File: config.mk
export PLATFORM = sky130hd
export DESIGN_NAME = vlds_front
export DESIGN_NICKNAME = d
export VERILOG_FILES = /design/src/rtl/vlds_pkg.sv /design/src/rtl/vlds_front.sv
export SDC_FILE = /design/constraint.sdc
export NUM_CORES = 1
export LEC_CHECK = 0
export BUFFER_PORTS_ARGS = -buffer_cell sky130_fd_sc_hd__buf_4
export CAP_MARGIN = 25
export CORE_MARGIN = 4
export CORE_UTILIZATION = 45
export CTS_CLUSTER_SIZE = 14
export DETAILED_ROUTE_END_ITERATION = 10
export SLEW_MARGIN = 30
export SYNTH_ARGS = -nofsm -noshare
export SYNTH_HDL_FRONTEND = slang
export SYNTH_SLANG_ARGS = --single-unit
export TNS_END_PERCENT = 30
File: constraint.sdc
create_clock -name clk -period 3.1 [get_ports clk]
set_input_delay 0.155 -clock clk [delete_from_list [all_inputs] [get_ports clk]]
set_output_delay 0.155 -clock clk [all_outputs]
set_load 0.03 [all_outputs]
File: src/rtl/vlds_pkg.sv
`default_nettype none
// -----------------------------------------------------------------------------
// vlds_pkg
// Shared types for the vector line DAC setup block.
// -----------------------------------------------------------------------------
package vlds_pkg;

    localparam int CoordW = 12;
    localparam int StyleW = 4;
    localparam int CfgW   = 8;
    localparam int IdxW   = 3;
    localparam int InW    = 56;
    localparam int OutW   = 72;

    typedef enum logic [IdxW-1:0] {
        REG_COEFF_X = 3'd0,
        REG_COEFF_Y = 3'd1,
        REG_LIMIT_X = 3'd2,
        REG_LIMIT_Y = 3'd3
    } vlds_reg_t;

    // configuration offsets
    typedef struct packed {
        logic signed [CfgW-1:0] coeff_x;
        logic signed [CfgW-1:0] coeff_y;
        logic signed [CfgW-1:0] limit_x;
        logic signed [CfgW-1:0] limit_y;
    } vlds_cfg_t;

    // classified segment, as passed from front to back
    typedef struct packed {
        logic [CoordW-1:0] pos_x;
        logic [CoordW-1:0] pos_y;
        logic [CoordW-1:0] mag_x;
        logic [CoordW-1:0] mag_y;
        logic              neg_x;
        logic              neg_y;
        logic              on_x;
        logic              falling;
        logic              point;
        logic              in_range;
        logic [StyleW-1:0] style;
    } vlds_item_t;

endpackage
`default_nettype wire

File: src/rtl/vlds_front.sv
`default_nettype none
// -----------------------------------------------------------------------------
// vlds_front
// Accepts segments, picks the drawing direction and classifies them.
// -----------------------------------------------------------------------------
module vlds_front
(
    input  wire logic                      clk,
    input  wire logic                      rst_n,
    input  wire logic                      in_valid,
    output logic                           in_ready,
    input  wire logic [vlds_pkg::InW-1:0]  in_data,
    output logic                           out_valid,
    input  wire logic                      out_ready,
    output vlds_pkg::vlds_item_t           out_item
);

    logic                 vld_reg;
    vlds_pkg::vlds_item_t item_reg;
    vlds_pkg::vlds_item_t item_next;

    logic signed [13:0] x0, y0, x1, y1;
    logic signed [13:0] sum_x, sum_y, mid_x, mid_y;
    logic signed [13:0] fpos_x, fpos_y, rpos_x, rpos_y, pos_x, pos_y;
    logic signed [13:0] dx, dy, ax, ay;
    logic               point, fwd_ok, swap, on_x;

    always_comb
    begin
        x0 = 14'(signed'(in_data[11:0]));
        y0 = 14'(signed'(in_data[23:12]));
        x1 = 14'(signed'(in_data[35:24]));
        y1 = 14'(signed'(in_data[47:36]));
        dx = x1 - x0;
        dy = y1 - y0;
        point = (dx == 14'sd0) && (dy == 14'sd0);
        sum_x = x0 + x1;
        sum_y = y0 + y1;
        // truncate toward zero
        mid_x = (sum_x + $signed({13'd0, sum_x[13]})) >>> 1;
        mid_y = (sum_y + $signed({13'd0, sum_y[13]})) >>> 1;
        fpos_x = 14'sd2048 - x0;
        fpos_y = 14'sd2048 - y0;
        rpos_x = 14'sd2048 - x1;
        rpos_y = 14'sd2048 - y1;
        fwd_ok = !fpos_x[13] && !fpos_x[12] && !fpos_y[13] && !fpos_y[12];
        swap = !point && !fwd_ok;
        if (point)
        begin
            pos_x = 14'sd2048 - mid_x;
            pos_y = 14'sd2048 - mid_y;
        end
        else if (swap)
        begin
            pos_x = rpos_x;
            pos_y = rpos_y;
            dx = -dx;
            dy = -dy;
        end
        else
        begin
            pos_x = fpos_x;
            pos_y = fpos_y;
        end
        ax = dx[13] ? -dx : dx;
        ay = dy[13] ? -dy : dy;
        on_x = ax > ay;

        item_next.pos_x    = pos_x[11:0];
        item_next.pos_y    = pos_y[11:0];
        item_next.mag_x    = ax[11:0];
        item_next.mag_y    = ay[11:0];
        item_next.neg_x    = dx[13];
        item_next.neg_y    = dy[13];
        item_next.on_x     = on_x && !point;
        item_next.falling  = !point && (on_x ? (dx > 14'sd0) : (dy > 14'sd0));
        item_next.point    = point;
        item_next.in_range = !pos_x[13] && !pos_x[12] && !pos_y[13] && !pos_y[12];
        item_next.style    = in_data[51:48];
    end

    assign in_ready  = !vld_reg || out_ready;
    assign out_valid = vld_reg;
    assign out_item  = item_reg;

    always_ff @(posedge clk or negedge rst_n)
    begin
        if (!rst_n)
        begin
            vld_reg <= 1'b0;
        end
        else if (in_ready)
        begin
            vld_reg <= in_valid;
        end
    end

    always_ff @(posedge clk)
    begin
        if (in_valid && in_ready)
        begin
            item_reg <= item_next;
        end
    end

endmodule
`default_nettype wire

==> metrics.md <==
| Metric | Value |
|---|---|
| Outcome | complete, but fails checks |
| Failing checks | setup timing |
| Complex-gate fraction of the synthesized area | 0.2309 |
| Worst-Margin Slew | 0.6810 ns |
| Main combinational cell family by area after synthesis | simple AND/OR/NAND/NOR gates |
| Total power | 5.536 mW |
| Hold Crit Depth | 2 |
| Nets@finish | 1738 |
| Starting density of the core | 0.4599 |
| Clock Skew | 0.004579 ns |
| Via Count | 9856 |
| Clk buf depth | 2 |
| Warnings from Yosys | 0 |
| Mapped Cells | 1050 |
| Async SR Flop Fraction | 0.01695 |
| Seq/Total Area, Yosys | 0.2040 |
| Lkg Pwr | 6.311 nW |
| Routability cong. | 1.018 |
| FP Rows | 50 |
| R2R depth | 3 |
| Final ANT Viol Nets | 0 |
| Adder-Cell Fraction of Synth Area | 0.1133 |
| Reg2reg start | out_valid |
| Synth Cell Area | 8660 um^2 |
| Synth Area in Simple Gates | 0.2315 |
| Ys flop type | edfxtp_1 |
| Crit. End Element | flop |
| Post-Syn Area per Cell | 8.247 um^2 |
| Pins over their slew limit | 0 |
| Total Die Area | 21530 um^2 |
| Tot GR Track Use | 0.2795 |
| Largest net degree at the start of global routing | 31 |
| Post-Synth XOR/XNOR Area | 0.1482 |
| Gr ovfl total | 0 |
| CTS tree | done |
| Unrepaired setup endpoints after global routing | true |
| Setup violations, final | 36 |
| RR Endpoint | out_item[41] |
| Final worst path period share | 1.509 |
| Reg2reg setup slack | 1.38 ns |
| Crit start category | input port |
| CP Data Required Time | 3.18 ns |
| Most frequent cells in the layout | buf_4 (551), nor2_1 (89), xnor2_1 (84) |
| Total routed wirelength | 30.80 mm |
| VDD IR max | 0.2668 mV |
| Slew HR | 0.5460 |
| Tmin final | 4.678 ns |
| ANT cells | 0 |
| Clock-pin slew on the worst setup and hold paths | 0.05 ns |
| IO Pins | 120 |
| Critical Path AT | 4.76 ns |
| FILL cells | 1397 |
| Buffers on Ports | 115 |
| Number of antenna violations at the first check in global routing | 0 |
| Largest fanout on the critical path | 5 |
| Power Density | 388.1 nW/um^2 |
| Global-route wire length before repair | 48.95 mm |
| Final Util | 0.7575 |
| Vias/cell | 5.279 |
| Vias in the first global route | 9841 |
| Area growth from synthesis to layout | 64.73% |
| Drt pass-1 iters | 5 |
| CTS buffer count | 9 |
| Root Driver | clkbuf_16 |
| Max Cap Viol | 0 |
| Post-route setup slack | -1.578 ns |
| Post-route DRC | 0 |
| Width of the die | 146.7 um |
| Hold Crit Start | in_valid |
| Post-synthesis net count | 1186 |
| H-tree depth | 3 |
| Setup CP Type | input port to flop |
| Core area | 18830 um^2 |
| DP Wirelength | 24.70 mm |
| Clock Sinks | 59 |
| Die Height | 146.7 um |
| Hold Violations, Final | 0 |
| Max Clk Rate | 0.2138 GHz |
| Share of layout cells above drive strength 1 | 0.4736 |
| Synth Register Bits | 59 |
| Mux contribution to synthesized area | 0.01532 |
| Hold Crit Class | input port to flop |
| Commonest non-fill, non-tap cell in the layout | buf_4 |
| DRT iter0 DRCs | 615 |
| EDFF count, synth | 58 |
| Worst skew pair latency | 0.34 ns |
| Worst hold endpoint | out_valid |
| Avg WL per Cell | 16.49 um |
| Synth cell types | 110 |
==> per-stage QoR <==
step / setup TNS (ns) / hold slack [ns] / cells / setup slack [ns] / cell area [um^2]
after floorplan: -14.11 / -0.1406 / 1050 / -1.872 / 8885
after global placement: -32.14 / -0.06716 / 1818 / -1.928 / 13090
after detailed placement: -36.61 / -0.06640 / 1818 / -2.144 / 13090
after CTS: -13.06 / 0.006901 / 1859 / -1.559 / 13920
after global routing: -21.08 / 0.008789 / 1867 / -1.823 / 14260
final: -14.14 / 0.01091 / 1867 / -1.578 / 14260
==> synth_stat cells (17+ instances only) <==
master | count | area [um^2]
nand3_1 | 26 | 130.1
o21a_1 | 18 | 135.1
nor3_1 | 36 | 180.2
o21ai_0 | 44 | 220.2
nor2_1 | 98 | 367.9
inv_1 | 65 | 244.0
nand2_1 | 87 | 326.6
edfxtp_1 | 58 | 1742
nand2b_1 | 17 | 106.4
ha_1 | 72 | 900.9
xnor2_1 | 94 | 823.3
a21oi_1 | 67 | 335.3
a211oi_1 | 31 | 232.7
xor2_1 | 47 | 411.6
==> flip-flops by register name, indices dropped and copies added (netlist names) <==
| signal | flops |
|---|---|
| out_valid | 1 |
| out_item | 58 |
==> kinds of logic after synthesis <==
family / after synthesis
adder cells (fa/ha/maj): 76
AND/OR/NAND/NOR: 377
multiplexers: 12
flip-flops: 59
other: 2
AO/OA/AOI/OAI: 280
buffers and inverters: 100
XOR/XNOR: 144
==> what timing repair did <==
action,4_1_cts,5_1_grt
hold endpoints to repair,5,0
pin swaps,55,40
buffers inserted,20,10
hold buffers,5,0
setup endpoints to repair,43,47
gates resized for setup,68,56
==> layout make-up <==
| class | count | area, um^2 | share of cell area |
|---|---|---|---|
| sequential | 59 | 1767 | 0.1238 |
| clock buffer | 10 | 229.0 | 0.01605 |
| multi-input combinational | 891 | 7131 | 0.4999 |
| clock inverter | 6 | 80.08 | 0.005614 |
| inverter | 65 | 265.3 | 0.01859 |
| tap | 260 | 325.3 | 0.02281 |
| timing repair buffer | 576 | 4468 | 0.3132 |
==> per-layer routing <==
layer	vias to the layer above	routed length (um)	share of wire	track usage
li1	4938	-	-	-
met1	4575	14170	0.46	0.3763
met2	278	14460	0.47	0.4690
met3	65	1178	0.038	0.02869
met4	0	989	0.032	0.09595
met5	-	0	0	0
==> report_power, final <==
part           switching (mW)  total, mW  internal, mW  leakage [nW]
logic                    1.71       3.43          1.72          5.59
clock network           0.385       1.08         0.698         0.156
registers              0.0213       1.02         0.998         0.562
total                    2.12       5.54          3.42          6.31
==> worst max path at each step <==
stage | depth (start not counted) | from | end | slack, ns
6_report | 28 | in_data[24] | out_item[6] | -1.58
5_1_grt | 28 | in_data[24] | out_item[6] | -1.82
4_1_cts | 28 | in_data[24] | out_item[6] | -1.56
3_5_place_dp | 29 | in_data[24] | out_item[6] | -2.14
3_3_place_gp | 28 | in_data[24] | out_item[6] | -1.93
2_1_floorplan | 27 | in_data[24] | out_item[6] | -1.87
==> critical path: stages <==
cell      delay, ns
buf_12         0.11
inv_12         0.04
ha_4           0.12
inv_2          0.03
fa_2           0.34
a211oi_2       0.25
buf_4          0.17
o211ai_1       0.12
a21o_1         0.22
a21oi_2        0.16
xnor2_2        0.17
buf_4          0.18
nor3_4         0.05
a21oi_4        0.27
mux2i_1        0.25
xor2_1         0.22
ha_1           0.27
nor2b_1        0.13
o21a_1         0.16
o21a_1         0.16
o21a_1         0.16
o21a_1         0.16
o21a_1         0.16
o211ai_1       0.19
a211oi_2       0.11
o21ai_2        0.19
nand2b_1       0.12
o22ai_1        0.08
(Power assumes the default switching activity.)
