`config.mk`:
```
export PLATFORM = sky130hd
export DESIGN_NAME = vlds_back
export DESIGN_NICKNAME = d
export VERILOG_FILES = /design/src/rtl/vlds_pkg.sv /design/src/rtl/vlds_back.sv
export SDC_FILE = /design/constraint.sdc
export NUM_CORES = 2
export LEC_CHECK = 0
export BUFFER_PORTS_ARGS = -buffer_cell sky130_fd_sc_hd__buf_4
export CORE_ASPECT_RATIO = 1.75
export CORE_MARGIN = 2
export CORE_UTILIZATION = 35
export CTS_BUF_LIST = sky130_fd_sc_hd__clkbuf_16
export DETAILED_ROUTE_END_ITERATION = 8
export PLACE_DENSITY = 0.58
export SYNTH_ARGS = -nofsm -noshare
export SYNTH_HDL_FRONTEND = slang
export SYNTH_MEMORY_MAX_BITS = 65536
export SYNTH_SLANG_ARGS = --single-unit
```
`constraint.sdc`:
```
create_clock -name clk -period 179.6 [get_ports clk]
set_clock_uncertainty 0.15 [all_clocks]
set_input_delay 17.96 -clock clk [delete_from_list [all_inputs] [get_ports clk]]
set_output_delay 17.96 -clock clk [all_outputs]
set_load 0.01 [all_outputs]
```
`src/rtl/vlds_pkg.sv`:
```
`default_nettype none
// -----------------------------------------------------------------------------
// vlds_pkg
// Shared types for the vector line DAC setup block.
// -----------------------------------------------------------------------------
package vlds_pkg;

    localparam int CoordW = 12;
    localparam int StyleW = 4;
    localparam int CfgW   = 8;
    localparam int IdxW   = 3;
    localparam int InW    = 56;
    localparam int OutW   = 72;

    typedef enum logic [IdxW-1:0] {
        REG_COEFF_X = 3'd0,
        REG_COEFF_Y = 3'd1,
        REG_LIMIT_X = 3'd2,
        REG_LIMIT_Y = 3'd3
    } vlds_reg_t;

    // configuration offsets
    typedef struct packed {
        logic signed [CfgW-1:0] coeff_x;
        logic signed [CfgW-1:0] coeff_y;
        logic signed [CfgW-1:0] limit_x;
        logic signed [CfgW-1:0] limit_y;
    } vlds_cfg_t;

    // classified segment, as passed from front to back
    typedef struct packed {
        logic [CoordW-1:0] pos_x;
        logic [CoordW-1:0] pos_y;
        logic [CoordW-1:0] mag_x;
        logic [CoordW-1:0] mag_y;
        logic              neg_x;
        logic              neg_y;
        logic              on_x;
        logic              falling;
        logic              point;
        logic              in_range;
        logic [StyleW-1:0] style;
    } vlds_item_t;

endpackage
`default_nettype wire

```
`src/rtl/vlds_back.sv`:
```
`default_nettype none
// -----------------------------------------------------------------------------
// vlds_back
// Length, coefficient and limit pipeline with output register.
// -----------------------------------------------------------------------------
module vlds_back
(
    input  wire logic                      clk,
    input  wire logic                      rst_n,
    input  wire vlds_pkg::vlds_cfg_t       cfg,
    input  wire logic                      in_valid,
    output logic                           in_ready,
    input  wire vlds_pkg::vlds_item_t      in_item,
    output logic                           out_valid,
    input  wire logic                      out_ready,
    output logic [vlds_pkg::OutW-1:0]      out_data
);

    localparam int SqSt  = 16;
    localparam int DivSt = 11;
    localparam logic [13:0] Gain = 14'd14329;

    logic adv;

    // multiply stage
    logic                 a_vld_reg;
    vlds_pkg::vlds_item_t a_item_reg;
    logic [31:0]          a_n_reg;
    logic [25:0]          a_numx_reg, a_numy_reg;

    // square root stages
    logic                 s_vld_reg  [SqSt];
    vlds_pkg::vlds_item_t s_item_reg [SqSt];
    logic [31:0]          s_n_reg    [SqSt];
    logic [31:0]          s_root_reg [SqSt];
    logic [25:0]          s_numx_reg [SqSt];
    logic [25:0]          s_numy_reg [SqSt];
    logic [31:0]          s_n_next   [SqSt];
    logic [31:0]          s_root_next[SqSt];

    // divide stages
    logic                 d_vld_reg  [DivSt];
    vlds_pkg::vlds_item_t d_item_reg [DivSt];
    logic [15:0]          d_len_reg  [DivSt];
    logic [25:0]          d_remx_reg [DivSt];
    logic [25:0]          d_remy_reg [DivSt];
    logic [10:0]          d_qx_reg   [DivSt];
    logic [10:0]          d_qy_reg   [DivSt];
    logic [25:0]          d_remx_next[DivSt];
    logic [25:0]          d_remy_next[DivSt];
    logic [10:0]          d_qx_next  [DivSt];
    logic [10:0]          d_qy_next  [DivSt];

    logic                    o_vld_reg;
    logic [vlds_pkg::OutW-1:0] o_data_reg;
    logic [vlds_pkg::OutW-1:0] o_data_next;

    assign adv       = !o_vld_reg || out_ready;
    assign in_ready  = adv;
    assign out_valid = o_vld_reg;
    assign out_data  = o_data_reg;

    function automatic logic [11:0] sat12(input logic signed [14:0] v);
        if (v < 15'sd0)
        begin
            return 12'd0;
        end
        else if (v > 15'sd4095)
        begin
            return 12'd4095;
        end
        return v[11:0];
    endfunction

    always_comb
    begin
        logic [31:0] n_in, r_in, bitv;
        logic [25:0] rx_in, ry_in, trial;
        logic [10:0] qx_in, qy_in;
        logic [15:0] len;
        for (int k = 0; k < SqSt; k++)
        begin
            n_in = (k == 0) ? a_n_reg : s_n_reg[(k == 0) ? 0 : k - 1];
            r_in = (k == 0) ? 32'd0 : s_root_reg[(k == 0) ? 0 : k - 1];
            bitv = 32'd1 << (30 - 2 * k);
            if (n_in >= r_in + bitv)
            begin
                s_n_next[k]    = n_in - (r_in + bitv);
                s_root_next[k] = (r_in >> 1) + bitv;
            end
            else
            begin
                s_n_next[k]    = n_in;
                s_root_next[k] = r_in >> 1;
            end
        end
        for (int j = 0; j < DivSt; j++)
        begin
            if (j == 0)
            begin
                len   = s_root_reg[SqSt-1][15:0];
                rx_in = s_numx_reg[SqSt-1];
                ry_in = s_numy_reg[SqSt-1];
                qx_in = 11'd0;
                qy_in = 11'd0;
            end
            else
            begin
                len   = d_len_reg[j-1];
                rx_in = d_remx_reg[j-1];
                ry_in = d_remy_reg[j-1];
                qx_in = d_qx_reg[j-1];
                qy_in = d_qy_reg[j-1];
            end
            trial = {10'd0, len} << (DivSt - 1 - j);
            d_remx_next[j] = rx_in;
            d_remy_next[j] = ry_in;
            d_qx_next[j]   = qx_in;
            d_qy_next[j]   = qy_in;
            if (rx_in >= trial)
            begin
                d_remx_next[j] = rx_in - trial;
                d_qx_next[j][DivSt-1-j] = 1'b1;
            end
            if (ry_in >= trial)
            begin
                d_remy_next[j] = ry_in - trial;
                d_qy_next[j][DivSt-1-j] = 1'b1;
            end
        end
    end

    // finalize
    always_comb
    begin
        vlds_pkg::vlds_item_t it;
        logic signed [14:0] cx, cy, lim;
        logic [10:0]        h;
        logic [11:0]        cx_o, cy_o, lim_o;
        it = d_item_reg[DivSt-1];
        cx = it.neg_x ? 15'sd2048 - 15'(d_qx_reg[DivSt-1])
                      : 15'sd2048 + 15'(d_qx_reg[DivSt-1]);
        cy = it.neg_y ? 15'sd2048 - 15'(d_qy_reg[DivSt-1])
                      : 15'sd2048 + 15'(d_qy_reg[DivSt-1]);
        cx = cx + 15'(cfg.coeff_x);
        cy = cy + 15'(cfg.coeff_y);
        h  = it.on_x ? it.mag_x[11:1] : it.mag_y[11:1];
        if (it.falling)
        begin
            lim = (h > 11'd2000) ? 15'sd0 : 15'sd2048 - 15'(h);
        end
        else
        begin
            lim = (h > 11'd2000) ? 15'sd4095 : 15'sd2048 + 15'(h);
        end
        lim = lim + (it.on_x ? 15'(cfg.limit_x) : 15'(cfg.limit_y));
        cx_o  = it.point ? 12'd0 : sat12(cx);
        cy_o  = it.point ? 12'd0 : sat12(cy);
        lim_o = it.point ? 12'd0 : sat12(lim);
        o_data_next = {4'd0, it.style, it.in_range, it.point, it.falling, it.on_x,
                       lim_o, cy_o, cx_o, it.pos_y, it.pos_x};
    end

    always_ff @(posedge clk or negedge rst_n)
    begin
        if (!rst_n)
        begin
            a_vld_reg <= 1'b0;
            for (int k = 0; k < SqSt; k++)
            begin
                s_vld_reg[k] <= 1'b0;
            end
            for (int j = 0; j < DivSt; j++)
            begin
                d_vld_reg[j] <= 1'b0;
            end
            o_vld_reg <= 1'b0;
        end
        else if (adv)
        begin
            a_vld_reg    <= in_valid;
            s_vld_reg[0] <= a_vld_reg;
            for (int k = 1; k < SqSt; k++)
            begin
                s_vld_reg[k] <= s_vld_reg[k-1];
            end
            d_vld_reg[0] <= s_vld_reg[SqSt-1];
            for (int j = 1; j < DivSt; j++)
            begin
                d_vld_reg[j] <= d_vld_reg[j-1];
            end
            o_vld_reg <= d_vld_reg[DivSt-1];
        end
    end

    always_ff @(posedge clk)
    begin
        if (adv)
        begin
            a_item_reg <= in_item;
            // 64 * (dx^2 + dy^2); the sum fits in 26 bits
            a_n_reg    <= {26'(in_item.mag_x) * 26'(in_item.mag_x)
                           + 26'(in_item.mag_y) * 26'(in_item.mag_y), 6'd0};
            a_numx_reg <= 26'(in_item.mag_x) * 26'(Gain);
            a_numy_reg <= 26'(in_item.mag_y) * 26'(Gain);

            s_item_reg[0] <= a_item_reg;
            s_numx_reg[0] <= a_numx_reg;
            s_numy_reg[0] <= a_numy_reg;
            for (int k = 1; k < SqSt; k++)
            begin
                s_item_reg[k] <= s_item_reg[k-1];
                s_numx_reg[k] <= s_numx_reg[k-1];
                s_numy_reg[k] <= s_numy_reg[k-1];
            end
            for (int k = 0; k < SqSt; k++)
            begin
                s_n_reg[k]    <= s_n_next[k];
                s_root_reg[k] <= s_root_next[k];
            end

            d_item_reg[0] <= s_item_reg[SqSt-1];
            d_len_reg[0]  <= s_root_reg[SqSt-1][15:0];
            for (int j = 1; j < DivSt; j++)
            begin
                d_item_reg[j] <= d_item_reg[j-1];
                d_len_reg[j]  <= d_len_reg[j-1];
            end
            for (int j = 0; j < DivSt; j++)
            begin
                d_remx_reg[j] <= d_remx_next[j];
                d_remy_reg[j] <= d_remy_next[j];
                d_qx_reg[j]   <= d_qx_next[j];
                d_qy_reg[j]   <= d_qy_next[j];
            end
            o_data_reg <= o_data_next;
        end
    end

endmodule
`default_nettype wire

```
==> out/summary.txt <==
Min Clock Period, post-route - 37.11 ns
Register Area - 0.114 mm2
CTS tree - yes
Hold/Removal Path Class - reg -> reg
TritonCTS buffer count - 351
Buffering stage count on the worst path with inverters included - 4
Depth of the worst hold-timing path - 0
Number of storage elements in the synthesis netlist - 3814
R2r endpoint - d_item_reg[6][16]$_DFFE_PP_
Post-detailed-placement cell area - 0.171 mm2
Setup violations, final - 0
FILL cells - 42521
Cts repair resizes - 0
Category of the worst setup path capture point - output port
Final estimated routing congestion in global placement - 0.927
Main synth FF type - sky130_fd_sc_hd__edfxtp_1
Startpoint of the lowest-slack hold path - s_numx_reg[0][162]$_DFFE_PP_
Worst max-slew margin expressed relative to the limit - 0.222
Insertion delay to the later sink of the worst-skew pair - 0.97 ns
Cell chain of the critical path - buf_4, nor2b_2, buf_4, inv_8, buf_4
Number of sinks handled by clock tree synthesis - 3814
Worst Hold Endpoint - s_numx_reg[0][188]$_DFFE_PP_
Average cell area after synthesis - 15.7 um2
Number of max-cap violations - 0
Vias per Instance - 4.62
Layout Area Growth over Synthesis - 12.7%
Vias in the first global route - 83252
Overall die area - 0.469 mm2
Setup repair after global routing missed its margin - no
Post-synth cell types - 94
HPWL after detailed placement - 223 mm
Pwr Total - 3690 uW
Maximum number of pins on one net before global-route repair - 194
Proportion of synthesized chip area in sequential cells - 0.706
Dominant cell by count in the synthesized netlist - sky130_fd_sc_hd__edfxtp_1
Global-route wire length before repair - 469 mm
ANT nets after route - 0
Clock transition time at the flip-flop clock pins of the worst setup and hold paths - 0.06 ns
Synth top area share - 0.701
H-tree level count - 5
Post-Route Hold Slack - 0.232 ns
Number of standard cells after synthesis - 10341
Number of warnings issued by yosys - 0
Final-stage net count - 12053
Multi-input combinational cell area - 0.0437 mm2
CP Class - in -> out
Outcome - finished, final reports clean
Logic depth of the worst path, buffers included - 5
Number of flip-flops in the largest register - 880
Hold buffer count at cts - 0
Largest area contributor in the netlist - sky130_fd_sc_hd__edfxtp_1
Leak - 0.0697 uW
WP data required - 161.49 ns
Pins Over Slew Limit - 0
Iteration count of the initial detailed-routing pass - 7
Number of DRC markers after the initial detailed-route iteration - 4201
Final-report hold violation count - 0
Max VDD drop - 0.0208 mV
Maximum clock insertion buffer count - 4
Top fanout value on the critical path - 35
Placeable core region - 0.461 mm2
Worst path most repeated cell - sky130_fd_sc_hd__buf_4
Worst-margin pin slew - 1.16 ns
Leading cell types by total area after synthesis - sky130_fd_sc_hd__edfxtp_1 70%, sky130_fd_sc_hd__ha_1 6.1%, sky130_fd_sc_hd__fa_1 4.3%
Number of cell rows - 330
GR Util All Layers - 0.129
Slowest cell delay on critical path - 0.37 ns
Tcrit/Tclk final - 0.207
Areal power density over the cells - 20.2 mW/mm2
Cell type group with the largest total delay on the critical path - buffers and inverters
Antenna violations before repair - 7
Worst EP arrival - 19.00 ns
Summed instance area of the synthesized netlist - 0.162 mm2
Post-CTS Setup Bufs - 0
DRC errors left - 0
Post-Route Setup TNS - 0 ns
Layout cell share with drive strength beyond 1 - 0.0847
Via count of the routed design - 79870
Overall die width - 518 um
Area of all placed cells without fillers - 0.183 mm2
EDFF count, synth - 3785
Setup slack of the worst register-to-register path - 171.27 ns
WL final - 309 mm
Highest attainable clock frequency - 0.0269 GHz
Cell types with the highest counts after synthesis - 3785 x sky130_fd_sc_hd__edfxtp_1, 987 x sky130_fd_sc_hd__inv_1, 791 x sky130_fd_sc_hd__ha_1
Starting density of the core - 0.352
Share of synthesized flip-flops with an asynchronous set or reset - 0.00760
Port bufs - 163
Reg2reg path depth - 11
Critical register-to-register path startpoint - out_valid$_DFFE_PN0P_
Gr ovfl total - 0
Root buf cell - sky130_fd_sc_hd__clkbuf_16
Slowest stage cell on the critical path - sky130_fd_sc_hd__buf_4
Count of boundary I/O pins - 168
Floorplan die height - 904 um
Routed wire length per instance - 17.8 um
Startpoint types - input port
stage by stage:
stage	util	cells	setup WS (ns)
after global routing	0.396	17297	142.36
final	0.396	17298	142.49
after detailed placement	0.371	16610	142.41
after CTS	0.396	17243	142.41
after global placement	0.371	16610	142.41
after floorplan	-	10346	70.75
per-layer routing:
| metal | share of wire | wire length, um | vias to the layer above | global-route usage |
|---|---|---|---|---|
| li1 | - | - | 39166 | - |
| met1 | 0.32 | 98600 | 38762 | 0.113 |
| met2 | 0.57 | 177000 | 1199 | 0.262 |
| met3 | 0.029 | 8880 | 743 | 0.0177 |
| met4 | 0.079 | 24500 | 0 | 0.0946 |
| met5 | 0 | 0 | - | 0 |
final cells by class:
type                            instances  share of cell area
Inverter                              990              0.0204
Timing Repair Buffer                  231              0.0100
Antenna cell                           55            0.000754
Clock buffer                          354              0.0485
Sequential cell                      3814               0.626
Tap cell                             6142              0.0421
Multi-Input combinational cell       5433               0.239
Clock inverter                        279              0.0129
kinds of logic after synthesis:
group           share of synthesized area
xor+xnor                           0.0318
other cells                     0.0000231
buf+inv                            0.0256
flops                               0.706
compound gates                     0.0602
mux                                0.0128
fa+ha+maj                           0.104
simple gates                       0.0602
layout by cell type (no fill, tap or decap), types with 50 or more instances in the layout:
master                         n
sky130_fd_sc_hd__edfxtp_1   3785
sky130_fd_sc_hd__inv_1      1052
sky130_fd_sc_hd__ha_1        791
sky130_fd_sc_hd__nand2_1     529
sky130_fd_sc_hd__nor2_1      490
sky130_fd_sc_hd__o21ai_0     428
sky130_fd_sc_hd__a21oi_1     395
sky130_fd_sc_hd__clkbuf_16   354
sky130_fd_sc_hd__fa_1        347
sky130_fd_sc_hd__xnor2_1     325
sky130_fd_sc_hd__xor2_1      263
sky130_fd_sc_hd__buf_4       223
sky130_fd_sc_hd__a21o_1      192
sky130_fd_sc_hd__nor3_1      166
sky130_fd_sc_hd__mux2_2      142
sky130_fd_sc_hd__o21a_1      110
sky130_fd_sc_hd__nand2b_1    106
sky130_fd_sc_hd__nand3_1     105
sky130_fd_sc_hd__nor2b_1      89
sky130_fd_sc_hd__nor4_1       88
sky130_fd_sc_hd__clkinv_1     79
sky130_fd_sc_hd__or3_1        68
sky130_fd_sc_hd__o31ai_1      61
sky130_fd_sc_hd__diode_2      55
sky130_fd_sc_hd__nand4_1      54
sky130_fd_sc_hd__a211oi_1     51
sky130_fd_sc_hd__o21bai_1     51
sky130_fd_sc_hd__and2_1       50
sky130_fd_sc_hd__clkinv_2     50
how the worst max path moves through the flow:
stage          startpoint       end  slack [ns]
2_1_floorplan   out_ready  in_ready       70.75
3_3_place_gp    out_ready  in_ready      142.41
3_5_place_dp    out_ready  in_ready      142.41
4_1_cts         out_ready  in_ready      142.41
5_1_grt         out_ready  in_ready      142.36
6_report        out_ready  in_ready      142.49
report_power, final:
part,internal [uW],switching (uW),total [uW]
registers,1550,153,1700
clock network,399,326,725
logic,518,752,1270
total,2460,1230,3690
Note: power is estimated with default switching activity, not from simulation.
