[config.mk]
export PLATFORM = sky130hd
export DESIGN_NAME = vlds_queue
export DESIGN_NICKNAME = d
export VERILOG_FILES = /design/src/rtl/vlds_pkg.sv /design/src/rtl/vlds_queue.sv
export SDC_FILE = /design/constraint.sdc
export NUM_CORES = 1
export LEC_CHECK = 0
export BUFFER_PORTS_ARGS = -buffer_cell sky130_fd_sc_hd__buf_4
export CORE_UTILIZATION = 55
export DETAILED_ROUTE_END_ITERATION = 10
export PLACE_DENSITY = 0.81
export SLEW_MARGIN = 20
export SYNTH_ARGS = -nofsm -noshare
export SYNTH_HDL_FRONTEND = slang
export SYNTH_SLANG_ARGS = --single-unit
export TNS_END_PERCENT = 20
[constraint.sdc]
create_clock -name clk -period 6.5 [get_ports clk]
set_input_delay 0.65 -clock clk [delete_from_list [all_inputs] [get_ports clk]]
set_output_delay 0.65 -clock clk [all_outputs]
set_load 0.005 [all_outputs]
[src/rtl/vlds_pkg.sv]
`default_nettype none
// -----------------------------------------------------------------------------
// vlds_pkg
// Shared types for the vector line DAC setup block.
// -----------------------------------------------------------------------------
package vlds_pkg;

    localparam int CoordW = 12;
    localparam int StyleW = 4;
    localparam int CfgW   = 8;
    localparam int IdxW   = 3;
    localparam int InW    = 56;
    localparam int OutW   = 72;

    typedef enum logic [IdxW-1:0] {
        REG_COEFF_X = 3'd0,
        REG_COEFF_Y = 3'd1,
        REG_LIMIT_X = 3'd2,
        REG_LIMIT_Y = 3'd3
    } vlds_reg_t;

    // configuration offsets
    typedef struct packed {
        logic signed [CfgW-1:0] coeff_x;
        logic signed [CfgW-1:0] coeff_y;
        logic signed [CfgW-1:0] limit_x;
        logic signed [CfgW-1:0] limit_y;
    } vlds_cfg_t;

    // classified segment, as passed from front to back
    typedef struct packed {
        logic [CoordW-1:0] pos_x;
        logic [CoordW-1:0] pos_y;
        logic [CoordW-1:0] mag_x;
        logic [CoordW-1:0] mag_y;
        logic              neg_x;
        logic              neg_y;
        logic              on_x;
        logic              falling;
        logic              point;
        logic              in_range;
        logic [StyleW-1:0] style;
    } vlds_item_t;

endpackage
`default_nettype wire

[src/rtl/vlds_queue.sv]
`default_nettype none
// -----------------------------------------------------------------------------
// vlds_queue
// Two-entry queue between the front and the back.
// -----------------------------------------------------------------------------
module vlds_queue
(
    input  wire logic                 clk,
    input  wire logic                 rst_n,
    input  wire logic                 in_valid,
    output logic                      in_ready,
    input  wire vlds_pkg::vlds_item_t in_item,
    output logic                      out_valid,
    input  wire logic                 out_ready,
    output vlds_pkg::vlds_item_t      out_item
);

    vlds_pkg::vlds_item_t mem_reg [2];
    logic       wr_ptr_reg, rd_ptr_reg;
    logic [1:0] count_reg;
    logic       push, pop;

    assign in_ready  = count_reg != 2'd2;
    assign out_valid = count_reg != 2'd0;
    assign out_item  = mem_reg[rd_ptr_reg];
    assign push      = in_valid && in_ready;
    assign pop       = out_valid && out_ready;

    always_ff @(posedge clk or negedge rst_n)
    begin
        if (!rst_n)
        begin
            wr_ptr_reg <= 1'b0;
            rd_ptr_reg <= 1'b0;
            count_reg  <= 2'd0;
        end
        else
        begin
            if (push)
            begin
                wr_ptr_reg <= !wr_ptr_reg;
            end
            if (pop)
            begin
                rd_ptr_reg <= !rd_ptr_reg;
            end
            if (push && !pop)
            begin
                count_reg <= count_reg + 2'd1;
            end
            else if (pop && !push)
            begin
                count_reg <= count_reg - 2'd1;
            end
        end
    end

    always_ff @(posedge clk)
    begin
        if (push)
        begin
            mem_reg[wr_ptr_reg] <= in_item;
        end
    end

endmodule
`default_nettype wire

==> results.sh, run 1 <==
export IMPL_min_delay_start="in_item[48]"
export IMPL_yosys_top_cells_area="edfxtp_1, mux2_2, mux2_4, dfrtp_1, xnor2_1"
export IMPL_ctsResizeCount=0
export IMPL_io_pin_count=122
export IMPL_grt_pass1_wl_mm=11.4
export IMPL_synth_simple_gate_area_share_pct=0.763
export IMPL_power_density_nw_per_um2=460
export IMPL_p_sw_mw=0.692
export IMPL_synth_warnings=0
export IMPL_crit_fanout=32
export IMPL_place_area_um2=5440
export IMPL_vias_per_cell=5.00
export IMPL_slew_viol_final=0
export IMPL_worstPathArrival_ns=2.38
export IMPL_wire_per_inst_um=16.2
export IMPL_antenna_cells=0
export IMPL_slowest_stage="dfrtp_2"
export IMPL_worstSetupPathType="reg2out"
export IMPL_setup_viol=0
export IMPL_multiInputGateArea_um2=790
export IMPL_numCtsBuffers=17
export IMPL_synth_distinct_cells=16
export IMPL_yosysSeqAreaShare_pct=81.0
export IMPL_cpLargestDelayFamily="flip-flops"
export IMPL_crit_chain="buf_4 > mux2_2 > buf_4"
export IMPL_cts_sinks=120
export IMPL_r2r_start="count_reg[0]"
export IMPL_die_h_um=91.7
export IMPL_grt_ovfl_total=0
export IMPL_peakVddDrop_v=0.000279
export IMPL_antenna_found_initial=0
export IMPL_drive_above_1_share_pct=61.6
export IMPL_place_ws_ns=3.94
export IMPL_num_fill_cells=456
export IMPL_hold_slack_ns=0.330
export IMPL_min_path_type="in2reg"
export IMPL_area_growth_pct=36.1
export IMPL_comb_power_share_pct=26.5
export IMPL_synthMuxAreaShare_pct=15.6
export IMPL_finalHoldViolations=0
export IMPL_clk_pin_slew_ns=0.06
export IMPL_swShare_pct=25.0
export IMPL_netlist_instances=199
export IMPL_grt_max_degree=35
export IMPL_syn_cell_area_um2=4430
export IMPL_path_buf_inv=2
export IMPL_ant_nets=0
export IMPL_globalplace_congestion=0.669
export IMPL_synth_seq_cells=120
export IMPL_p_total_mw=2.77
export IMPL_post_route_period_util_pct=46.6
export IMPL_final_nets=399
export IMPL_floorplan_die_area_um2=8410
export IMPL_hold_depth=1
export IMPL_largest_reg_flops=116
export IMPL_rr_worst_depth=4
export IMPL_timing_rr_end="mem_reg[0][32]"
export IMPL_avgSynthCellArea_um2=22.2
export IMPL_drc_errors=0
export IMPL_worst_pin_slew_ns=0.782
export IMPL_period_needed_ns=3.03
export IMPL_final_cell_area_um2=6020
export IMPL_outcome="completed"
export IMPL_synth_top_family_by_area="multiplexers"
export IMPL_die_x_um=91.7
export IMPL_seqCellArea_um2=3580
export IMPL_clock_latency_ns=0.50
export IMPL_wl_mm=7.30
export IMPL_synth_top_area_share_pct=78.7
export IMPL_cp_common_cell="buf_4"
export IMPL_setup_ws_ns=3.47
export IMPL_cts_tree="done"
export IMPL_relSlewSlack_pct=47.7
export IMPL_p_int_mw=2.08
export IMPL_synth_fa_ha_area_share_pct=0.283
export IMPL_grt_pass1_vias=2376
export IMPL_setup_tns_ns=0
export IMPL_first_pass_iters=4
export IMPL_max_freq_ghz=0.330
export IMPL_fp_coreArea_um2=7770
export IMPL_grt_usage_pct=18.5
export IMPL_holdPathEnd="mem_reg[0][48]"
export IMPL_synthesis_nets=262
export IMPL_grt_setup_unrepaired="false"
export IMPL_cts_buffer_depth=2
export IMPL_drtIter0Drc=73
export IMPL_worstPathRequired_ns=5.85
export IMPL_place_hpwl_mm=4.63
export IMPL_htreeDepth=4
export IMPL_end_kind="primary output"
export IMPL_rrSetupSlack_ns=4.27
export IMPL_startpoint_type="flop"
export IMPL_cts_root_buf="clkbuf_8"
export IMPL_slowest_delay_ns=0.82
export IMPL_pwr_share_seq_pct=41.2
export IMPL_port_buffer_count=121
export IMPL_yosys_area_top_type="edfxtp_1"
export IMPL_skew_ns=0.00680
export IMPL_cap_violations=0
export IMPL_rows=32
export IMPL_synth_compound_area_share_pct=0
export IMPL_vias=2257
export IMPL_p_clk_share_pct=32.3
export IMPL_synth_xor_area_share_pct=0.990
export IMPL_initial_utilization_pct=57.0
export IMPL_p_leak_nw=2.32
layout by cell type (no fill, tap or decap), types with 3 or more instances in the layout:
| cell type | Yosys | routed |
|---|---|---|
| edfxtp_1 | 116 | 116 |
| bufinv_16 | 0 | 3 |
| mux2_2 | 48 | 48 |
| xnor2_1 | 3 | 3 |
| clkbuf_16 | 0 | 16 |
| clkinv_2 | 0 | 4 |
| dfrtp_1 | 4 | 3 |
| clkbuf_1 | 0 | 3 |
| mux2_4 | 10 | 10 |
| buf_4 | 0 | 124 |
Yosys cell counts:
cell      number
buf_8          1
or2_2          1
nand2_1        2
buf_6          2
dfrtp_1        4
ha_1           1
mux2_2        48
nor2_1         2
and3_1         1
edfxtp_1     116
xnor2_1        3
inv_1          1
buf_2          4
nand2b_1       1
mux2_4        10
xor2_1         2
worst max-delay path by stage:
stage                from            end  slack (ns)  depth (start not counted)
2_1_floorplan    in_valid  mem_reg[0][0]        2.86                          2
3_3_place_gp   rd_ptr_reg    out_item[3]        3.93                          3
3_5_place_dp   rd_ptr_reg    out_item[3]        3.94                          3
4_1_cts        rd_ptr_reg   out_item[47]        3.41                          3
5_1_grt        rd_ptr_reg   out_item[13]        3.34                          3
6_report       rd_ptr_reg   out_item[47]        3.47                          3
routing by layer:
metal | wire length (µm) | GRT usage, %
met5 | 0 | 0
met4 | 57 | 8.59
met2 | 3620 | 29.1
met3 | 667 | 7.88
met1 | 2950 | 22.4
power groups by stage:
| stage | Clock, mW | Combinational [mW] | Sequential (mW) |
|---|---|---|---|
| floorplan | 0 | 0.441 | 1.12 |
| global placement | 0 | 0.738 | 1.15 |
| detailed placement | 0 | 0.743 | 1.16 |
| CTS | 0.910 | 0.748 | 1.15 |
| global route | 0.944 | 0.793 | 1.16 |
| finish | 0.895 | 0.733 | 1.14 |
what timing repair did:
| item | in CTS | in global routing |
|---|---|---|
| setup buffers | 0 | 0 |
| hold buffers | 1 | 0 |
| hold endpoints to repair | 4 | 0 |
layout make-up:
type | instances | share of cell area [%]
Sequential cell | 120 | 59.5
Timing Repair Buffer | 125 | 15.6
Multi-Input combinational cell | 71 | 13.1
Clock buffer | 20 | 7.06
Clock inverter | 12 | 2.51
Tap cell | 102 | 2.12
Inverter | 1 | 0.0623
kinds of logic after synthesis:
kind of cell  count (synthesis)
simple gates                  7
xor+xnor                      5
mux                          58
fa+ha+maj                     1
flops                       120
buf+inv                       8
through the flow:
step,util [%],cells
2_1_floorplan,-,199
3_3_place_gp,70.0,418
3_5_place_dp,70.0,418
4_1_cts,77.5,451
5_1_grt,77.5,451
6_report,77.5,451
worst reg2reg max path, delay by kind of cell, from the launching register on:
family,cells,cell delay (ns)
flip-flops,1,0.40
buffers and inverters,1,0.52
AND/OR/NAND/NOR,3,0.94
(Power assumes the default switching activity.)
==> inputs of run 2 (changes only) <==
--- a/config.mk
+++ b/config.mk
@@ -6,9 +6,9 @@
 export NUM_CORES = 1
 export LEC_CHECK = 0
 export BUFFER_PORTS_ARGS = -buffer_cell sky130_fd_sc_hd__buf_4
-export CORE_UTILIZATION = 55
+export CORE_UTILIZATION = 52
 export DETAILED_ROUTE_END_ITERATION = 10
-export PLACE_DENSITY = 0.81
+export PLACE_DENSITY = 0.77
 export SLEW_MARGIN = 20
 export SYNTH_ARGS = -nofsm -noshare
 export SYNTH_HDL_FRONTEND = slang
==> constraint.sdc (replaced) <==
create_clock -name clk -period 2.8 [get_ports clk]
set_input_delay 0.28 -clock clk [delete_from_list [all_inputs] [get_ports clk]]
set_output_delay 0.28 -clock clk [all_outputs]
set_load 0.005 [all_outputs]
==> results.sh, run 2 (synthesis gave the netlist of run 1 again) <==
export IMPL_outcome="completed"
export IMPL_clk_pin_slew_ns=0.05
export IMPL_final_cell_area_um2=6640
export IMPL_max_freq_ghz=0.476
export IMPL_wl_mm=8.42
export IMPL_pwr_share_seq_pct=39.3
export IMPL_layout_common_cells="buf_4, edfxtp_1, dlygate4sd3_1"
export IMPL_grt_usage_pct=19.9
export IMPL_final_cells=514
export IMPL_end_kind="primary output"
export IMPL_peakVddDrop_v=0.000771
export IMPL_postLayoutCoreUtil_pct=80.8
export IMPL_place_area_um2=5480
export IMPL_ant_nets=0
export IMPL_setup_viol=0
export IMPL_rows=33
export IMPL_drc_errors=0
export IMPL_place_hpwl_mm=4.80
export IMPL_globalplace_congestion=0.734
export IMPL_clock_latency_ns=0.50
export IMPL_num_fill_cells=418
export IMPL_swShare_pct=26.0
export IMPL_die_x_um=94.3
export IMPL_met2_usage_pct=32.4
export IMPL_final_nets=459
export IMPL_grt_ovfl_total=0
export IMPL_cts_tree="done"
export IMPL_htreeDepth=4
export IMPL_dp_cells=423
export IMPL_setup_ws_ns=0.700
export IMPL_place_ws_ns=1.10
export IMPL_cts_sinks=120
export IMPL_p_sw_mw=1.69
export IMPL_area_growth_pct=50.0
export IMPL_startpoint_type="flop"
export IMPL_skew_ns=0.00721
export IMPL_largest_reg_flops=116
export IMPL_grt_pass1_vias=2603
export IMPL_cts_buffer_depth=2
export IMPL_vias=2516
export IMPL_setup_tns_ns=0
export IMPL_postCtsSetupBuffers=0
export IMPL_vias_per_cell=4.89
export IMPL_floorplan_die_area_um2=8880
export IMPL_slew_viol_final=0
export IMPL_grt_setup_unrepaired="false"
export IMPL_numCtsBuffers=17
export IMPL_worstPathArrival_ns=1.82
export IMPL_busiest_layer="met2"
export IMPL_relSlewSlack_pct=67.6
export IMPL_fp_coreArea_um2=8220
export IMPL_p_leak_nw=2.58
export IMPL_finalHoldViolations=0
export IMPL_wire_per_inst_um=16.4
export IMPL_post_route_period_util_pct=75.0
export IMPL_die_h_um=94.3
export IMPL_use_met1_pct=24.2
export IMPL_min_path_type="in2reg"
export IMPL_first_pass_iters=4
export IMPL_p_total_mw=6.52
export IMPL_antenna_cells=0
export IMPL_antenna_found_initial=0
export IMPL_grtUsageMet3_pct=6.31
export IMPL_cap_violations=0
export IMPL_worstPathRequired_ns=2.52
export IMPL_grt_max_degree=59
export IMPL_worst_pin_slew_ns=0.486
export IMPL_comb_power_share_pct=29.6
export IMPL_crit_fanout=32
export IMPL_p_clk_share_pct=31.1
export IMPL_hold_slack_ns=0.0896
export IMPL_final_common_cell="buf_4"
export IMPL_port_buffer_count=121
export IMPL_power_density_nw_per_um2=983
export IMPL_cts_root_buf="clkbuf_8"
export IMPL_period_needed_ns=2.10
export IMPL_io_pin_count=122
export IMPL_grt_pass1_wl_mm=12.6
export IMPL_drive_above_1_share_pct=53.5
export IMPL_initial_utilization_pct=53.9
export IMPL_drtIter0Drc=141
export IMPL_p_int_mw=4.83
export IMPL_worstSetupPathType="reg2out"
[run 2: critical path: stages (launching register included)]
cell	delay, ns
dfrtp_2	0.35
buf_4	0.41
mux2_2	0.41
buf_4	0.14
[run 2: area by class of cell]
| class | instances | area, µm² | area share [%] |
|---|---|---|---|
| clock buffer | 17 | 414 | 6.24 |
| inverter | 1 | 3.75 | 0.0566 |
| tap | 105 | 131 | 1.98 |
| sequential | 120 | 3580 | 54.0 |
| clock inverter | 15 | 153 | 2.30 |
| multi-input combinational | 71 | 790 | 11.9 |
| timing repair buffer | 185 | 1560 | 23.5 |
[run 2: layer usage]
layer	routed length (µm)	part of all wire, %
met5	0	0
met4	123	1.5
met3	476	5.7
met2	4310	51
met1	3510	42
[run 2: path summary, 6_finish.rpt]
kind / from / slack (ns) / depth (start not counted) / endpoint
hold / removal: out_ready / 0.09 / 3 / rd_ptr_reg
hold reg to reg: count_reg[1] / 0.49 / 1 / count_reg[1]
setup reg to reg: count_reg[0] / 1.09 / 3 / mem_reg[1][21]
min in group asynchronous: rst_n / 0.12 / 2 / count_reg[0]
max in group asynchronous: rst_n / 2.56 / 2 / rd_ptr_reg
setup / recovery: rd_ptr_reg / 0.70 / 3 / out_item[1]
[run 2: power by group through the flow]
stage / Clock, mW / Sequential (mW) / Combinational [mW]
2_1_floorplan: 0 / 2.58 / 1.03
3_3_place_gp: 0 / 2.57 / 1.85
3_5_place_dp: 0 / 2.60 / 1.87
4_1_cts: 2.05 / 2.57 / 1.94
5_1_grt: 2.15 / 2.60 / 2.07
6_report: 2.03 / 2.56 / 1.93
[run 2: what timing repair did]
item,4_1_cts,5_1_grt
gates resized for setup,0,0
hold endpoints to repair,120,0
hold buffers,59,0
==> inputs of run 3 (changes only) <==
--- a/config.mk
+++ b/config.mk
@@ -6,9 +6,9 @@
 export NUM_CORES = 1
 export LEC_CHECK = 0
 export BUFFER_PORTS_ARGS = -buffer_cell sky130_fd_sc_hd__buf_4
-export CORE_UTILIZATION = 52
+export CORE_UTILIZATION = 47
 export DETAILED_ROUTE_END_ITERATION = 10
-export PLACE_DENSITY = 0.77
+export PLACE_DENSITY = 0.74
 export SLEW_MARGIN = 20
 export SYNTH_ARGS = -nofsm -noshare
 export SYNTH_HDL_FRONTEND = slang
==> constraint.sdc (replaced) <==
create_clock -name clk -period 1.8 [get_ports clk]
set_input_delay 0.18 -clock clk [delete_from_list [all_inputs] [get_ports clk]]
set_output_delay 0.18 -clock clk [all_outputs]
set_load 0.005 [all_outputs]
==> results.sh, run 3 (synthesis gave the netlist of run 1 again) <==
export IMPL_outcome="finished with violations"
export IMPL_failed_checks="negative setup slack"
export IMPL_startpoint_type="flop"
export IMPL_cp_common_cell="buf_4"
export IMPL_place_ws_ns=0.258
export IMPL_hold_depth=2
export IMPL_p_leak_nw=2.87
export IMPL_relSlewSlack_pct=77.3
export IMPL_cts_root_buf="clkbuf_8"
export IMPL_die_x_um=99.0
export IMPL_numCtsBuffers=17
export IMPL_ant_nets=0
export IMPL_cpLargestDelayFamily="buffers and inverters"
export IMPL_post_route_period_util_pct=105
export IMPL_path_buf_inv=3
export IMPL_setup_ws_ns=-0.0835
export IMPL_slowest_stage="dfrtp_2"
export IMPL_rr_worst_depth=6
export IMPL_final_cell_area_um2=7170
export IMPL_drtIter0Drc=88
export IMPL_grt_pass1_wl_mm=13.8
export IMPL_worstSetupStartpoint="rd_ptr_reg"
export IMPL_htreeDepth=4
export IMPL_wire_per_inst_um=18.2
export IMPL_initial_utilization_pct=48.1
export IMPL_final_nets=473
export IMPL_cts_sinks=120
export IMPL_first_pass_iters=6
export IMPL_min_delay_start="in_item[42]"
export IMPL_min_path_type="in2reg"
export IMPL_r2r_start="count_reg[1]"
export IMPL_grt_ovfl_total=0
export IMPL_place_hpwl_mm=4.73
export IMPL_cp_depth=4
export IMPL_worstPathRequired_ns=1.62
export IMPL_grt_pass1_vias=2732
export IMPL_io_pin_count=122
export IMPL_final_common_cell="edfxtp_1"
export IMPL_cts_tree="done"
export IMPL_worst_pin_slew_ns=0.340
export IMPL_slew_viol_final=0
export IMPL_num_fill_cells=499
export IMPL_power_density_nw_per_um2=1630
export IMPL_skew_ns=0.00552
export IMPL_vias=2582
export IMPL_antenna_found_initial=0
export IMPL_port_buffer_count=121
export IMPL_place_area_um2=5520
export IMPL_largest_reg_flops=116
export IMPL_cts_buffer_depth=2
export IMPL_floorplan_die_area_um2=9810
export IMPL_die_h_um=99.0
export IMPL_antenna_cells=0
export IMPL_grt_setup_unrepaired="true"
export IMPL_vias_per_cell=4.84
export IMPL_cap_violations=0
export IMPL_worstSetupPathType="reg2out"
export IMPL_slowest_delay_ns=0.44
export IMPL_wl_mm=9.73
export IMPL_layout_common_cells="edfxtp_1, buf_4, dlygate4sd3_1"
export IMPL_setup_viol=58
export IMPL_globalplace_congestion=0.702
export IMPL_end_kind="primary output"
export IMPL_drive_above_1_share_pct=54.8
export IMPL_max_freq_ghz=0.531
export IMPL_grt_usage_pct=19.6
export IMPL_peakVddDrop_v=0.000969
export IMPL_clock_latency_ns=0.49
export IMPL_clk_pin_slew_ns=0.06
export IMPL_rows=35
export IMPL_drc_errors=0
export IMPL_period_needed_ns=1.88
export IMPL_worstPathArrival_ns=1.70
export IMPL_crit_fanout=6
export IMPL_area_growth_pct=62.0
export IMPL_grt_max_degree=44
export IMPL_finalHoldViolations=0
export IMPL_crit_chain="buf_4 > clkbuf_16 > mux2_4 > buf_4"
export IMPL_fp_coreArea_um2=9200
## run 3: changes by cell type in the layout (fill, tap and decap cells not counted), moves of 2 or more
cell           change
buf_8              +2
buf_4             -24
clkinvlp_4         +3
clkinv_2           -3
buf_6             +26
mux2_2            -25
clkinv_4           -3
clkbuf_16          +3
buf_16             +2
mux2_4            +25
bufinv_16          +3
dlygate4sd3_1      +3
buf_12             +2
## run 3: layout make-up
type	instances	area (µm²)	area share (%)
clock buffer	17	414	5.78
sequential	120	3580	50.0
multi-input combinational	71	898	12.5
inverter	1	3.75	0.0524
clock inverter	15	224	3.12
timing repair buffer	199	1900	26.6
tap	111	139	1.94
## run 3: metal layers
| layer | vias to the layer above | part of all wire (%) | wire length, µm | GRT usage, % |
|---|---|---|---|---|
| met5 | - | 0 | 0 | 0 |
| met4 | 0 | 0.38 | 37 | 7.35 |
| met3 | 6 | 5.3 | 517 | 5.39 |
| met2 | 88 | 54 | 5250 | 35.1 |
| met1 | 1279 | 40 | 3930 | 22.4 |
| li1 | 1209 | - | - | - |
## run 3: worst paths after layout
kind | endpoint | slack (ns)
min | mem_reg[1][42] | 0.41
max reg2reg | count_reg[1] | 0.26
min in group asynchronous | rd_ptr_reg | 0.60
max | out_item[35] | -0.08
max in group asynchronous | rd_ptr_reg | 1.01
min reg2reg | count_reg[0] | 0.53
## run 3: worst register-to-register path: stages (launching register included)
cell     delay (ns)
dfrtp_1        0.43
or2_2          0.31
nand2_1        0.13
ha_1           0.18
xor2_1         0.16
nor2_1         0.08
xor2_1         0.14
## run 3: report_power, final
| part | total [mW] | internal, mW | switching (mW) | leakage (nW) |
|---|---|---|---|---|
| clock | 3.60 | 2.39 | 1.21 | 0.299 |
| sequential | 4.02 | 3.83 | 0.198 | 1.12 |
| combinational | 4.07 | 2.48 | 1.59 | 1.45 |
## run 3: per-stage QoR
step	hold slack [ns]	cells	power [mW]	TNS (ns)	utilization, %
finish	0.410	534	11.7	-3.17	77.9
global route	0.390	534	12.2	-7.20	77.9
CTS	0.376	530	11.1	-4.36	75.0
detailed placement	-0.0183	430	7.04	0	60.1
global placement	-0.0194	430	6.97	0	60.1
floorplan	-0.116	199	5.63	-5.14	-
## run 3: repair_timing
item	in CTS	in global routing
resized for setup	5	56
hold endpoints to repair	122	0
pin swaps	0	0
setup buffers	3	2
hold buffers	62	0
gates cloned	3	3
setup endpoints to repair	49	58
